`src/tmwf_pkg.sv`:
```
// Shared types and constants of the trimmed-mean window filter.
package tmwf_pkg;

	localparam int DATA_W = 16;

	typedef struct packed {
		logic busy;
		logic done;
	} div_stat_t;

endpackage

```
`src/trimmed_mean_window_filter_core.sv`:
```
// Trimmed-mean sliding window filter: history memory, rank sequencer and divider control.
//
//   channel  | handshake            | payload
//   ---------+----------------------+---------------------------
//   input    | in_valid / in_stall  | sample
//   output   | out_valid / out_stall| filtered, empty_res
//
// One word is worked on at a time; in_stall is high from acceptance until the result
// moves into the output register. For a non-empty history the wait for the next
// acceptance is set by the single read port of the history memory and the bit-serial
// divider on the SW-bit sum (SW = 20 at N = HISTORY_DEPTH = 8). The result shows in the
// same cycle in which the next word can be accepted. History needs no clearing pass
// after reset: the fill count bounds every read. A stalled output holds its word while
// the next one is worked on.
module trimmed_mean_window_filter_core #(
	parameter int HISTORY_DEPTH = 8,
	parameter int KEEP_COUNT    = 4
) (
	input  logic                                clk,
	input  logic                                arst_n,
	input  logic                                in_valid,
	output logic                                in_stall,
	input  logic signed [tmwf_pkg::DATA_W-1:0]  sample,
	output logic                                out_valid,
	input  logic                                out_stall,
	output logic signed [tmwf_pkg::DATA_W-1:0]  filtered,
	output logic                                empty_res
);

	localparam int DW   = tmwf_pkg::DATA_W;
	localparam int AW   = $clog2(HISTORY_DEPTH);
	localparam int CW   = $clog2(HISTORY_DEPTH + 1);
	localparam int SW   = DW + $clog2(HISTORY_DEPTH) + 1;
	localparam int KEFF = (KEEP_COUNT > HISTORY_DEPTH) ? HISTORY_DEPTH : KEEP_COUNT;
	localparam int OFF  = (HISTORY_DEPTH - KEFF) / 2;

	localparam logic [CW-1:0] FULL   = CW'(HISTORY_DEPTH);
	localparam logic [CW-1:0] KEEP_C = CW'(KEFF);
	localparam logic [CW-1:0] RANK_LO = CW'(OFF);
	localparam logic [CW-1:0] RANK_HI = CW'(OFF + KEFF);
	localparam logic [AW-1:0] LAST_A = AW'(HISTORY_DEPTH - 1);

	typedef enum logic [5:0] {
		ST_IDLE  = 6'b000001,
		ST_SUM   = 6'b000010,
		ST_LOADI = 6'b000100,
		ST_CMP   = 6'b001000,
		ST_DIV   = 6'b010000,
		ST_DONE  = 6'b100000
	} state_t;

	state_t                 state_q;
	logic signed [DW-1:0]   hist_mem [HISTORY_DEPTH];
	logic signed [DW-1:0]   rd_s1;
	logic        [AW-1:0]   raddr;
	logic        [AW-1:0]   wp_q;
	logic        [CW-1:0]   fill_q;
	logic signed [DW-1:0]   last_q;
	logic        [CW-1:0]   idx_q;
	logic        [AW-1:0]   i_q;
	logic        [CW-1:0]   rank_q;
	logic signed [DW-1:0]   vi_q;
	logic signed [SW-1:0]   acc_q;
	logic signed [DW-1:0]   res_q;
	logic                   empty_q;
	logic                   div_start_q;
	logic                   out_valid_q;
	logic signed [DW-1:0]   filtered_q;
	logic                   empty_res_q;

	logic                   accept;
	logic                   changed;
	logic        [CW-1:0]   fill_nx;
	logic        [CW-1:0]   jprev;
	logic                   below;
	logic        [CW-1:0]   rank_nx;
	logic                   keep;
	logic        [CW-1:0]   div_den;
	logic        [SW-1:0]   div_quo;
	tmwf_pkg::div_stat_t    div_stat;

	assign in_stall = (state_q != ST_IDLE);
	assign accept   = in_valid && (state_q == ST_IDLE);
	assign changed  = (sample != last_q);
	assign fill_nx  = (changed && (fill_q != FULL)) ? fill_q + 1'b1 : fill_q;

	// Element j ranks below element i if smaller, or equal and at a lower address
	assign jprev   = idx_q - 1'b1;
	assign below   = (rd_s1 < vi_q) || ((rd_s1 == vi_q) && (jprev < CW'(i_q)));
	assign rank_nx = rank_q + CW'(below);
	assign keep    = (rank_nx >= RANK_LO) && (rank_nx < RANK_HI);

	assign div_den = (fill_q == FULL) ? KEEP_C : fill_q;

	always_comb begin
		priority if ((state_q == ST_CMP) && (idx_q == FULL)) begin
			raddr = i_q + 1'b1;
		end else if ((state_q == ST_CMP) || (state_q == ST_SUM)) begin
			raddr = idx_q[AW-1:0];
		end else begin
			raddr = i_q;
		end
	end

	// Writes happen only on acceptance; reads follow in later cycles, so no overlap
	always_ff @(posedge clk) begin
		if (accept && changed) begin
			hist_mem[wp_q] <= sample;
		end
		rd_s1 <= hist_mem[raddr];
	end

	always_ff @(posedge clk or negedge arst_n) begin
		if (!arst_n) begin
			state_q     <= ST_IDLE;
			wp_q        <= '0;
			fill_q      <= '0;
			last_q      <= '0;
			idx_q       <= '0;
			i_q         <= '0;
			rank_q      <= '0;
			div_start_q <= 1'b0;
			out_valid_q <= 1'b0;
		end else begin
			div_start_q <= 1'b0;
			unique case (state_q)
				ST_IDLE: begin
					if (accept) begin
						if (changed) begin
							wp_q   <= (wp_q == LAST_A) ? '0 : wp_q + 1'b1;
							last_q <= sample;
						end
						fill_q <= fill_nx;
						idx_q  <= '0;
						i_q    <= '0;
						priority if (fill_nx == '0) begin
							state_q <= ST_DONE;
						end else if (fill_nx == FULL) begin
							state_q <= ST_LOADI;
						end else begin
							state_q <= ST_SUM;
						end
					end
				end
				ST_SUM: begin
					if (idx_q == fill_q) begin
						state_q     <= ST_DIV;
						div_start_q <= 1'b1;
					end else begin
						idx_q <= idx_q + 1'b1;
					end
				end
				ST_LOADI: begin
					state_q <= ST_CMP;
				end
				ST_CMP: begin
					if (idx_q == '0) begin
						rank_q <= '0;
						idx_q  <= idx_q + 1'b1;
					end else if (idx_q == FULL) begin
						idx_q <= '0;
						if (i_q == LAST_A) begin
							state_q     <= ST_DIV;
							div_start_q <= 1'b1;
						end else begin
							i_q <= i_q + 1'b1;
						end
					end else begin
						rank_q <= rank_nx;
						idx_q  <= idx_q + 1'b1;
					end
				end
				ST_DIV: begin
					if (div_stat.done) begin
						state_q <= ST_DONE;
					end
				end
				ST_DONE: begin
					if (!out_valid_q || !out_stall) begin
						state_q <= ST_IDLE;
					end
				end
				default: begin
					state_q <= ST_IDLE;
				end
			endcase

			// Load a new word into the output register or drop the one taken
			if ((state_q == ST_DONE) && (!out_valid_q || !out_stall)) begin
				out_valid_q <= 1'b1;
			end else if (!out_stall) begin
				out_valid_q <= 1'b0;
			end
		end
	end

	// Datapath registers
	always_ff @(posedge clk) begin
		if (accept) begin
			acc_q   <= '0;
			res_q   <= '0;
			empty_q <= (fill_nx == '0);
		end
		if ((state_q == ST_SUM) && (idx_q != '0)) begin
			acc_q <= acc_q + SW'(rd_s1);
		end
		if ((state_q == ST_CMP) && (idx_q == '0)) begin
			vi_q <= rd_s1;
		end
		if ((state_q == ST_CMP) && (idx_q == FULL) && keep) begin
			acc_q <= acc_q + SW'(vi_q);
		end
		if ((state_q == ST_DIV) && div_stat.done) begin
			res_q   <= div_quo[DW-1:0];
			empty_q <= 1'b0;
		end
		if ((state_q == ST_DONE) && (!out_valid_q || !out_stall)) begin
			filtered_q  <= res_q;
			empty_res_q <= empty_q;
		end
	end

	tmwf_div #(
		.NUM_W (SW),
		.DEN_W (CW)
	) u_div (
		.clk    (clk),
		.arst_n (arst_n),
		.start  (div_start_q),
		.num    (acc_q),
		.den    (div_den),
		.quo    (div_quo),
		.stat   (div_stat)
	);

	assign out_valid = out_valid_q;
	assign filtered  = filtered_q;
	assign empty_res = empty_res_q;

endmodule

```
`src/tmwf_div.sv`:
```
// Iterative signed-by-unsigned divider, one quotient bit per cycle, truncating toward zero.
module tmwf_div #(
	parameter int NUM_W = 20,
	parameter int DEN_W = 4
) (
	input  logic                    clk,
	input  logic                    arst_n,
	input  logic                    start,
	input  logic signed [NUM_W-1:0] num,
	input  logic        [DEN_W-1:0] den,
	output logic        [NUM_W-1:0] quo,
	output tmwf_pkg::div_stat_t     stat
);

	localparam int CNT_W = $clog2(NUM_W + 1);

	logic [DEN_W-1:0] rem_q;
	logic [NUM_W-1:0] quo_q;
	logic [DEN_W-1:0] den_q;
	logic             neg_q;
	logic [CNT_W-1:0] cnt_q;
	logic             busy_q;
	logic             done_q;

	logic [DEN_W:0]   rem_sh;
	logic [DEN_W:0]   rem_df;
	logic             fits;

	assign rem_sh = {rem_q, quo_q[NUM_W-1]};
	assign rem_df = rem_sh - {1'b0, den_q};
	assign fits   = rem_sh >= {1'b0, den_q};

	always_ff @(posedge clk or negedge arst_n) begin
		if (!arst_n) begin
			busy_q <= 1'b0;
			done_q <= 1'b0;
			cnt_q  <= '0;
		end else begin
			done_q <= 1'b0;
			if (start) begin
				busy_q <= 1'b1;
				cnt_q  <= CNT_W'(NUM_W);
			end else if (busy_q) begin
				cnt_q <= cnt_q - 1'b1;
				if (cnt_q == CNT_W'(1)) begin
					busy_q <= 1'b0;
					done_q <= 1'b1;
				end
			end
		end
	end

	// Datapath: work on the magnitude, fix the sign at the end
	always_ff @(posedge clk) begin
		if (start) begin
			rem_q <= '0;
			quo_q <= num[NUM_W-1] ? NUM_W'(-num) : NUM_W'(num);
			neg_q <= num[NUM_W-1];
			den_q <= den;
		end else if (busy_q) begin
			rem_q <= fits ? rem_df[DEN_W-1:0] : rem_sh[DEN_W-1:0];
			quo_q <= {quo_q[NUM_W-2:0], fits};
		end
	end

	assign quo       = neg_q ? NUM_W'(-quo_q) : quo_q;
	assign stat.busy = busy_q;
	assign stat.done = done_q;

endmodule

```
`config.mk`:
```
export PLATFORM = sky130hd
export DESIGN_NAME = trimmed_mean_window_filter_core
export DESIGN_NICKNAME = d
export VERILOG_FILES = /design/src/tmwf_pkg.sv /design/src/trimmed_mean_window_filter_core.sv /design/src/tmwf_div.sv
export SDC_FILE = /design/constraint.sdc
export NUM_CORES = 1
export LEC_CHECK = 0
export BUFFER_PORTS_ARGS = -buffer_cell sky130_fd_sc_hd__clkbuf_2
export CAP_MARGIN = 20
export CORE_MARGIN = 4
export CORE_UTILIZATION = 55
export DETAILED_ROUTE_END_ITERATION = 6
export PLACE_DENSITY = 0.8
export SYNTH_ARGS = -nofsm -noshare
export SYNTH_HDL_FRONTEND = slang
export SYNTH_SLANG_ARGS = --single-unit
```
`constraint.sdc`:
```
create_clock -name clk -period 4 [get_ports clk]
set_clock_uncertainty 0.2 [all_clocks]
set_input_delay 0.2 -clock clk [delete_from_list [all_inputs] [get_ports clk]]
set_output_delay 0.2 -clock clk [all_outputs]
set_load 0.1 [all_outputs]
```
## Yosys cells after proc, flatten, opt, wreduce, memory -nomap -nowiden

Memories as Yosys holds them, arrays and structs flattened. A register that Yosys moved wholly into a read port is not among the register bits.
Index checks and enable logic that the tools add are counted.

| word-level totals | value |
|---|---|
| memory bits (writable) | 128 |
| output and inout bits | 19 |
| bits in registers | 148 |
| input bits | 20 |
| memories | 1 |
| word-level logic and storage cells | 151 |

| cells by class | value |
|---|---|
| mux-type cells | 53 |
| reduce and logical (&&, ||, !) cells | 30 |
| equality and inequality tests | 28 |
| $lt $le $gt $ge | 5 |
| add/subtract/negate cells | 12 |

Memories:

| name | words | bits a word | rd ports | clocked after memory_dff | write ports | RTL line | text |
|---|---|---|---|---|---|---|---|
| hist_mem | 8 | 16 | 1 | 1 | 1 | trimmed_mean_window_filter_core.sv:53 | `logic signed [DW-1:0] hist_mem [HISTORY_DEPTH];` |

Operators with widths:

| cell | number |
|---|---|
| 2-to-1 mux 20 bit | 6 |
| 2-to-1 mux 16 bit | 3 |
| 2-to-1 mux 6 bit | 8 |
| adder 20 x 16 -> 20 bit | 2 |
| case mux 6 bit (6 select lines) | 1 |
| 2-to-1 mux 4 bit | 8 |
| 2-to-1 mux 3 bit | 8 |
| negator 20 bit | 1 |
| equality test 16 bit | 1 |
| < comparator 16 bit | 1 |
| != test 16 bit | 1 |
| negator 16 bit | 1 |
| 2-to-1 mux 1 bit | 14 |
| != test 2 bit, second input constant | 7 |
| equality test 4 bit, second input constant | 3 |
| case mux 4 bit (3 select lines) | 1 |
| logical AND 1 bit | 11 |
| 2-to-1 mux 5 bit | 2 |
| adder 4 x 1 -> 4 bit, second input constant | 2 |
| zero test 4 bit | 2 |
| != test 2 x 1 -> 1 bit, second input constant | 4 |
| AND reduction 7 bit | 1 |
| adder 3 x 1 -> 3 bit, second input constant | 2 |
| equality test 3 bit, second input constant | 2 |
| other kinds (28) | 36 |

## Logic depth before layout (Yosys ltp)

Gate-level depths: netlist (run 1).

| depth | value |
|---|---|
| word-level depth | 9 |
| gate-level depth with buffers | 17 |
| mapped depth without buffers | 15 |

## Hierarchy

Synthesis (run 1) repeated with hierarchy kept, for this count alone.

| second synthesis, totals | value |
|---|---|
| cell total of the unflattened synthesis | 1,342 |
| area, all modules | 15,127.0 µm² |

Modules (own cells, without submodules):

| module | cells an instance | times used | area each (µm²) | sequential area each (µm²) |
|---|---|---|---|---|
| trimmed_mean_window_filter_core | 1,069 | 1 | 12,599.6 | 7,308.3 |
| tmwf_div | 273 | 1 | 2,527.4 | 1,006.0 |

## Least setup slack after synthesis (run 1)

Ideal clock, no wire load.

| timing | value |
|---|---|
| kind | reg2reg |
| start | register idx_q[0] |
| end | register acc_q[0] (enable) |
| stages on the path, launching flop included | 18 |
| setup slack | -0.104 ns |
| library setup time | 0.380 ns |
| path buffers | 2 |
| period minus slack after synthesis | 4.104 ns |
| data required time | 3.420 ns |
| data arrival time | 3.524 ns |
| cells stage by stage | dfrtp_1 -> clkbuf_1 -> inv_1 -> ha_1 -> inv_1 -> ha_1 -> a21boi_0 -> o21ai_0 -> nand4_1 -> o21ai_0 -> a21o_1 -> ha_1 -> ha_1 -> xnor2_1 -> or3_1 -> a21o_1 -> clkbuf_1 -> nand3_1 |

| on the way | value |
|---|---|
| longest elaborated chain between the ends | 9 |
| elaborated cells on any way between the ends | 14 |
| those cells by class | add/sub (2); order compare (3); eq/ne (1); reduce/logical (8) |

RTL lines:

| element | RTL line | text |
|---|---|---|
| from (decl) | trimmed_mean_window_filter_core.sv:59 | `logic [CW-1:0] idx_q;` |
| from (signal assigned) | trimmed_mean_window_filter_core.sv:150 | `idx_q <= idx_q + 1'b1;` |
| from (signal assigned) | trimmed_mean_window_filter_core.sv:159 | `idx_q <= idx_q + 1'b1;` |
| from (signal assigned) | trimmed_mean_window_filter_core.sv:170 | `idx_q <= idx_q + 1'b1;` |
| subtractor 4 x 1 -> 4 bit | trimmed_mean_window_filter_core.sv:88 | `assign jprev = idx_q - 1'b1;` |
| < comparator 4 x 3 -> 1 bit | trimmed_mean_window_filter_core.sv:89 | `assign below = (rd_s1 < vi_q) \|\| ((rd_s1 == vi_q) && (jprev < CW'(i_q)));` |
| logical AND 1 bit | trimmed_mean_window_filter_core.sv:89 |  |
| logical OR 1 bit | trimmed_mean_window_filter_core.sv:89 |  |
| adder 4 x 1 -> 4 bit | trimmed_mean_window_filter_core.sv:90 | `assign rank_nx = rank_q + CW'(below);` |
| greater-or-equal comparator 4 x 2 -> 1 bit / < comparator 4 x 3 -> 1 bit (equally long branches) | trimmed_mean_window_filter_core.sv:91 | `assign keep = (rank_nx >= RANK_LO) && (rank_nx < RANK_HI);` |
| logical AND 1 bit | trimmed_mean_window_filter_core.sv:91 |  |
| logical AND 1 bit | trimmed_mean_window_filter_core.sv:210 | `if ((state_q == ST_CMP) && (idx_q == FULL) && keep) begin` |
| nonzero test 3 bit (no source line) (*) | -- |  |
| to (signal assigned) | trimmed_mean_window_filter_core.sv:205 | `acc_q <= acc_q + SW'(rd_s1);` |
| to (signal assigned) | trimmed_mean_window_filter_core.sv:211 | `acc_q <= acc_q + SW'(vi_q);` |
| to (decl) | trimmed_mean_window_filter_core.sv:63 | `logic signed [SW-1:0] acc_q;` |

Mark *: on every way between the ends. The rest lies on a longest branch, timed or not.
A chain may end at the register's enable or synchronous reset.

## Final worst setup path (run 1)

| timing | value |
|---|---|
| start | register vi_q[1] |
| end | register acc_q[16], data pin |

| on the way | value |
|---|---|
| longest elaborated chain between the ends | 8 |
| elaborated cells on any way between the ends | 11 |
| those cells by class | add/sub (2); order compare (3); eq/ne (1); mux (1); reduce/logical (4) |

RTL lines:

| element | RTL line | text |
|---|---|---|
| from (decl) | trimmed_mean_window_filter_core.sv:62 | `logic signed [DW-1:0] vi_q;` |
| from (signal assigned) | trimmed_mean_window_filter_core.sv:208 | `vi_q <= rd_s1;` |
| branches (longest 7 deep; another with < comparator 16 bit) | -- |  |
| 2-to-1 mux 20 bit (*) | trimmed_mean_window_filter_core.sv:210 |  |

Every way passes the cells marked *.

==> flow_metrics.py, run 1 <==
metrics = {
    "outcome": {
        "status": "finished, final reports clean",
    },
    "placed_design": {
        "numPortBuffers": 38,
        "place_hpwl_um": 20600,
        "place_congestion": 0.913,
        "pre_cts_slack_ns": 0.166,
    },
    "floorplanning": {
        "die-area_um2": 29300,
        "num_io_pins": 39,
        "core_um2": 26100,
        "die_w_um": 171,
        "start_util_pct": 56.1,
        "die_height_um": 171,
        "rows": 59,
    },
    "worst_setup_path": {
        "crit_chain": "inv_2 -> ha_1 -> nor2b_1 -> o21ai_0 -> nand2b_1 -> a21oi_1 -> o21ai_0 -> a221oi_1 -> a21o_1 -> ha_1 -> ha_1 -> xnor2_1 -> or3_1 -> a21o_1 -> buf_4 -> o31ai_1",
        "crit_type": "flop to flop",
        "cp_top_family": "compound AO/OA/AOI/OAI gates",
        "crit_start": "vi_q[1]",
        "worst-path-max-fanout": 20,
        "cp-end-kind": "flop",
        "worst_path_most_repeated_cell": "ha_1",
        "worstSetupStartpointType": "flop",
        "slowest_delay_ns": 0.42,
        "critPathSlowestCell": "edfxtp_1",
        "r2r-start": "vi_q[1]",
        "path_buf_inv": 2,
        "cp.arrival_ns": 3.97,
        "crit_required_ns": 4.16,
    },
    "clock_tree": {
        "cts_tree": "yes",
        "cts-buffers-inserted": 30,
        "clk_latency_ns": 0.55,
        "cts_htree_levels": 1,
        "root_buffer": "clkbuf_16",
        "cts_sinks": 292,
        "cts.clk_slew.worst_paths_ns": 0.06,
        "postCtsSetupBuffers": 0,
        "clock_path_buffers": 3,
    },
    "power_and_ir_drop": {
        "p_clk_share_pct": 25.3,
        "power_frac_comb_pct": 34.3,
        "vdd_drop_max_mv": 0.488,
        "p_sw_mw": 3.82,
        "power_density_nw_per_um2": 672,
        "power_switching_share_pct": 34.4,
        "p_seq_share_pct": 40.4,
        "p_int_mw": 7.29,
        "p_leak_nw": 6.49,
    },
    "synth": {
        "yosys_most_used_dff": "edfxtp_1",
        "synth_most_common_cell": "edfxtp_1",
        "mappedNetlistNets": 1241,
        "yosysSeqAreaShare_pct": 56.7,
        "synthTopCellsByArea": "edfxtp_1 45%, dfrtp_1 8.2%, ha_1 6.3%",
        "yosysWarnings": 0,
        "synth-edff-count": 222,
        "synth_top_area_cell": "edfxtp_1",
        "syn-cell-area_um2": 14700,
        "synth_cell_type_count": 77,
        "avgSynthCellArea_um2": 12.8,
        "synth.ff_latch_count": 292,
        "syn_inst": 1144,
        "synthArstFlopShare_pct": 16.8,
        "synthTopCellsByCount": "222 x edfxtp_1, 104 x nand2_1, 74 x ha_1, 74 x nor2_1, 59 x xor2_1",
        "synth_top_area_share_pct": 45.5,
    },
    "route": {
        "drt_iter0_markers": 837,
        "finalWirelength_um": 29800,
        "ant_nets": 0,
        "via_count": 9383,
        "dr.pass1.iters": 6,
        "route.detailed.drc": 0,
        "via_per_inst": 5.92,
        "wl_per_cell_um": 18.8,
    },
    "sta": {
        "period_needed_ns": 3.81,
        "setup_slack_ns": 0.192,
        "rsz0062_at_grt": "yes",
        "worst_slew_pin_slew_ns": 0.714,
        "final_max_slew_viol_count": 0,
        "relSlewSlack_pct": 52.4,
        "fin_setup_tns_ns": 0,
        "fin_crit_sh_pct": 95.2,
        "setup_violations": 0,
        "hold_viol": 0,
        "timing.fmax_ghz": 0.263,
    },
    "global_route": {
        "track_usage_pct": 20.6,
        "grt_max_degree": 42,
        "grt_antenna_before_repair": 1,
        "grt_overflow_total": 0,
        "first_global_vias": 9273,
        "grt_pass1_wl_um": 48400,
    },
    "final_layout": {
        "ff_latch_area_um2": 8310,
        "multi_input_area_um2": 6020,
        "fillerInstances": 1907,
        "num-nets-final": 1322,
        "drive_gt1_share_pct": 14.2,
        "syn2layout_area_growth_pct": 12.8,
    },
    "min_path": {
        "hold_path_class": "primary input to asynchronous set/reset pin",
    },
    "flow_run": {
        "cap_violations": 0,
    },
}
## layer usage
metal	track usage [%]	up-vias	wire length [um]
met5	0	-	0
met2	36.0	273	15000
li1	-	4474	-
met1	27.4	4576	12600
met4	5.24	0	680
met3	2.90	60	1580
## cells in the final DEF (no fill, tap or decap), drive strengths merged, types with 4 or more instances in the layout
master and count:
mux2i 9, xnor2 38, o22ai 20, nand4 11, o21ai 56, xor2 59
a211oi 11, nand3b 8, buf 25, or3 4, a21o 28, nor3 16
nor2b 9, and2 10, mux2 27, nand3 16, o21a 12, clkinv 9
a31o 4, dfxtp 21, mux4 32, edfxtp 222, ha 74, and3 10
nand2 105, nor4 8, nand2b 10, o31ai 6, dlygate4sd3 21, a21oi 53
inv 51, or4 4, clkbuf 78, nor2 74, o41ai 5, nor3b 6
dfrtp 48
## flip-flops by register name, summed over array words and instances (netlist names), 3 cells and up
| register | flops |
|---|---|
| u_div.den_q | 4 |
| wp_q | 3 |
| filtered | 16 |
| u_div.quo_q | 20 |
| u_div.cnt_q | 5 |
| rank_q | 4 |
| res_q | 16 |
| idx_q | 4 |
| acc_q | 20 |
| i_q | 3 |
| hist_mem | 128 |
| rd_s1 | 16 |
| state_q | 6 |
| fill_q | 4 |
| u_div.rem_q | 4 |
| last_q | 16 |
| vi_q | 16 |
## metrics by stage
stage / cell area (um2) / std cells / hold WS [ns] / util, % / power (mW)
after CTS: 16500 / 1584 / 0.130 / 63.2 / 11.1
after detailed placement: 15300 / 1507 / -0.133 / 58.5 / 8.25
after global placement: 15300 / 1507 / -0.134 / 58.5 / 8.12
after global routing: 16500 / 1585 / 0.169 / 63.3 / 11.8
final: 16500 / 1585 / 0.124 / 63.3 / 11.1
after floorplan: 14700 / 1144 / -0.296 / - / 7.36
## worst reg2reg max path: cells and delay by family, from the launching register on
| kind | cells | cell delay, ns |
|---|---|---|
| XOR/XNOR | 1 | 0.15 |
| AO/OA/AOI/OAI | 7 | 1.35 |
| flip-flops | 1 | 0.42 |
| adder cells (fa/ha/maj) | 3 | 0.70 |
| buffers and inverters | 2 | 0.31 |
| AND/OR/NAND/NOR | 3 | 0.50 |
## worst paths after layout
kind	to	slack [ns]	cells past startpoint
worst max-delay path	acc_q[16]	0.19	16
worst min-delay path	state_q[2]	0.12	3
worst max register to register	acc_q[16]	0.19	16
worst min register to register	filtered[7]	0.22	0
max in group asynchronous	out_valid	2.86	3
min in group clk	filtered[7]	0.22	0
## cells by family (layout without fill, tap and decap cells)
logic type	Yosys count	count (layout)	synth area share (%)
buffers and inverters	82	187	2.60
AOI/OAI and AO/OA	228	228	9.95
DFF	292	292	56.7
and+or+nand+nor	300	300	9.99
other	0	1	0
xor gates and xnor gates	97	97	5.80
adders and majority gates	77	77	6.73
muxes	68	68	8.22
## power groups by stage
stage / registers, mW / clock network [mW] / logic (mW)
floorplan: 4.35 / 0 / 3.00
global placement: 4.50 / 0 / 3.62
detailed placement: 4.54 / 0 / 3.72
CTS: 4.49 / 2.85 / 3.79
global route: 4.57 / 3.00 / 4.23
finish: 4.49 / 2.81 / 3.81
## layout make-up
class                   instances  share of cell area [%]
clock inverters                16                   0.931
multi-input cells             770                    36.4
well taps                     335                    2.53
flip-flops and latches        292                    50.3
clock buffers                  40                    5.20
repair buffers                 84                    3.56
inverters                      47                    1.07
diodes                          1                  0.0151
## timing repair
item                                   CTS  global route
setup endpoints to repair                0            22
endpoints found under the hold margin  214             0
resized for setup                        0             3
hold buffers                            21             0
(Power assumes the default switching activity.)
==> run 2: changes to the inputs <==
Settings changed: CORE_MARGIN 4 to not set, GPL_ROUTABILITY_DRIVEN set to 0, PLACE_DENSITY 0.8 to 0.78.
Clock period 4 ns to 4.8 ns, I/O delays scaled along.
==> flow_metrics.py, run 2 (synthesis gave the netlist of run 1 again) <==
metrics = {
    "clock_tree": {
        "clk_latency_ns": 0.56,
        "cts_sinks": 292,
        "root_buffer": "clkbuf_16",
        "cts.clk_slew.worst_paths_ns": 0.06,
        "cts-buffers-inserted": 30,
        "clock_path_buffers": 3,
        "cts_htree_levels": 1,
        "cts_tree": "yes",
    },
    "global_route": {
        "first_global_vias": 9211,
        "grt_pass1_wl_um": 47000,
        "grt_antenna_before_repair": 0,
        "grt_overflow_total": 0,
        "grt_max_degree": 50,
        "track_usage_pct": 22.1,
    },
    "floorplanning": {
        "num_io_pins": 39,
        "die_w_um": 165,
        "start_util_pct": 56.1,
        "core_um2": 26100,
        "die_height_um": 165,
        "die-area_um2": 27300,
        "rows": 59,
    },
    "worst_setup_path": {
        "worstSetupStartpointType": "flop",
        "crit_chain": "inv_1 -> ha_1 -> inv_1 -> ha_1 -> a21boi_0 -> o21ai_0 -> nand4_1 -> o21ai_0 -> a21o_1 -> ha_1 -> ha_1 -> xnor2_1 -> or3_1 -> a21o_1 -> nand3_1 -> buf_4",
        "r2r-start": "idx_q[0]",
        "regToRegSetupSlack_ns": 0.65,
        "reg2reg_depth": 16,
        "critPathSlowestCell": "dfrtp_1",
        "cp-end-kind": "flop",
        "crit_start": "idx_q[0]",
        "worst_path_most_repeated_cell": "ha_1",
        "worst-path-max-fanout": 21,
        "crit_required_ns": 4.83,
        "reg2reg_to": "acc_q[17]",
        "path_buf_inv": 3,
        "crit_type": "flop to flop",
        "crit_cells": 16,
        "cp_top_family": "adder cells",
        "slowest_delay_ns": 0.50,
        "cp.arrival_ns": 4.18,
    },
    "final_layout": {
        "top_register": "hist_mem",
        "n_antenna_cell": 0,
        "final_area_um2": 16500,
        "fillerInstances": 1932,
        "top_regs": "hist_mem: 128 flops, acc_q: 20 flops, u_div.quo_q: 20 flops",
        "final_common_cell": "edfxtp_1",
        "num-nets-final": 1316,
        "syn2layout_area_growth_pct": 12.3,
        "multi_input_area_um2": 6010,
        "mostFrequentLayoutCells": "222 x edfxtp_1, 104 x nand2_1, 74 x nor2_1, 74 x ha_1, 59 x xor2_1",
        "largest_reg_flops": 128,
        "layout.cells.non_filler": 1578,
        "utilization_pct": 63.0,
        "drive_gt1_share_pct": 13.5,
        "ff_latch_area_um2": 8310,
    },
    "power_and_ir_drop": {
        "p_leak_nw": 6.45,
        "power_density_nw_per_um2": 559,
        "power_mw": 9.20,
        "vdd_drop_max_mv": 0.432,
    },
    "route": {
        "drt_iter0_markers": 711,
        "wl_per_cell_um": 18.4,
        "ant_nets": 0,
        "finalWirelength_um": 29100,
        "via_per_inst": 5.83,
        "via_count": 9197,
        "route.detailed.drc": 8,
        "dr.pass1.iters": 7,
    },
    "min_path": {
        "hold_path_class": "primary input to asynchronous set/reset pin",
    },
    "sta": {
        "fin_crit_sh_pct": 86.5,
        "setup_slack_ns": 0.650,
        "worst_slew_pin_slew_ns": 0.983,
        "relSlewSlack_pct": 34.4,
        "period_needed_ns": 4.15,
        "timing.hold.ws_ns": 0.137,
        "rsz0062_at_grt": "no",
        "setup_violations": 0,
        "fin_setup_tns_ns": 0,
        "hold_viol": 0,
        "timing.fmax_ghz": 0.241,
        "final_max_slew_viol_count": 0,
    },
    "placed_design": {
        "placed_cell_area_um2": 15300,
        "dp.cells": 1503,
        "place_hpwl_um": 20500,
        "numPortBuffers": 38,
        "pre_cts_slack_ns": 0.662,
    },
    "outcome": {
        "failed_checks": "design-rule violations",
        "status": "finished with violations",
    },
    "flow_run": {
        "cap_violations": 0,
    },
}
==> run 2: cell types whose count changed in the layout (fill, tap and decap cells not counted), sizes merged <==
cell and change:
buf -4, bufinv +2, diode -1, clkbuf -7, inv -4, clkinv +9, dlygate4sd3 -2
==> run 2: per-layer routing <==
| layer | part of all wire (%) | track usage, % | routed length, um |
|---|---|---|---|
| met1 | 42 | 27.7 | 12300 |
| met2 | 51 | 39.4 | 14800 |
| met3 | 4.0 | 3.02 | 1180 |
| met4 | 2.8 | 7.34 | 811 |
| met5 | 0 | 0 | 0 |
==> run 2: area by class of cell <==
| cell class | count | area share (%) |
|---|---|---|
| clock buffer | 33 | 4.63 |
| clock inverter | 23 | 1.48 |
| inverter | 47 | 1.07 |
| multi-input combinational | 770 | 36.5 |
| sequential | 292 | 50.5 |
| tap | 335 | 2.55 |
| timing repair buffer | 78 | 3.27 |
==> run 2: repair_timing <==
action | CTS | global route
setup buffers | 0 | 0
resized for setup | 0 | 0
hold buffers | 19 | 0
endpoints found under the hold margin | 196 | 0
==> run 2: how the worst max path moves through the flow <==
stage / endpoint / slack [ns]
after floorplan: acc_q[0] / 0.70
after detailed placement: acc_q[16] / 0.66
after global routing: acc_q[14] / 0.40
after global placement: acc_q[13] / 0.75
final: acc_q[17] / 0.65
after CTS: acc_q[16] / 0.66
==> run 2: worst register-to-register path, cell delays in order, from the launching register on <==
cell and delay (ns):
dfrtp_1 0.50, inv_1 0.12, ha_1 0.29, inv_1 0.05, ha_1 0.26, a21boi_0 0.15, o21ai_0 0.09, nand4_1 0.08
o21ai_0 0.09, a21o_1 0.17, ha_1 0.21, ha_1 0.31, xnor2_1 0.15, or3_1 0.30, a21o_1 0.42, nand3_1 0.16
buf_4 0.28
==> run 2: power breakdown <==
group          internal [mW]  switching, mW
clock                   1.37          0.954
combinational           1.38           1.73
sequential              3.30          0.470
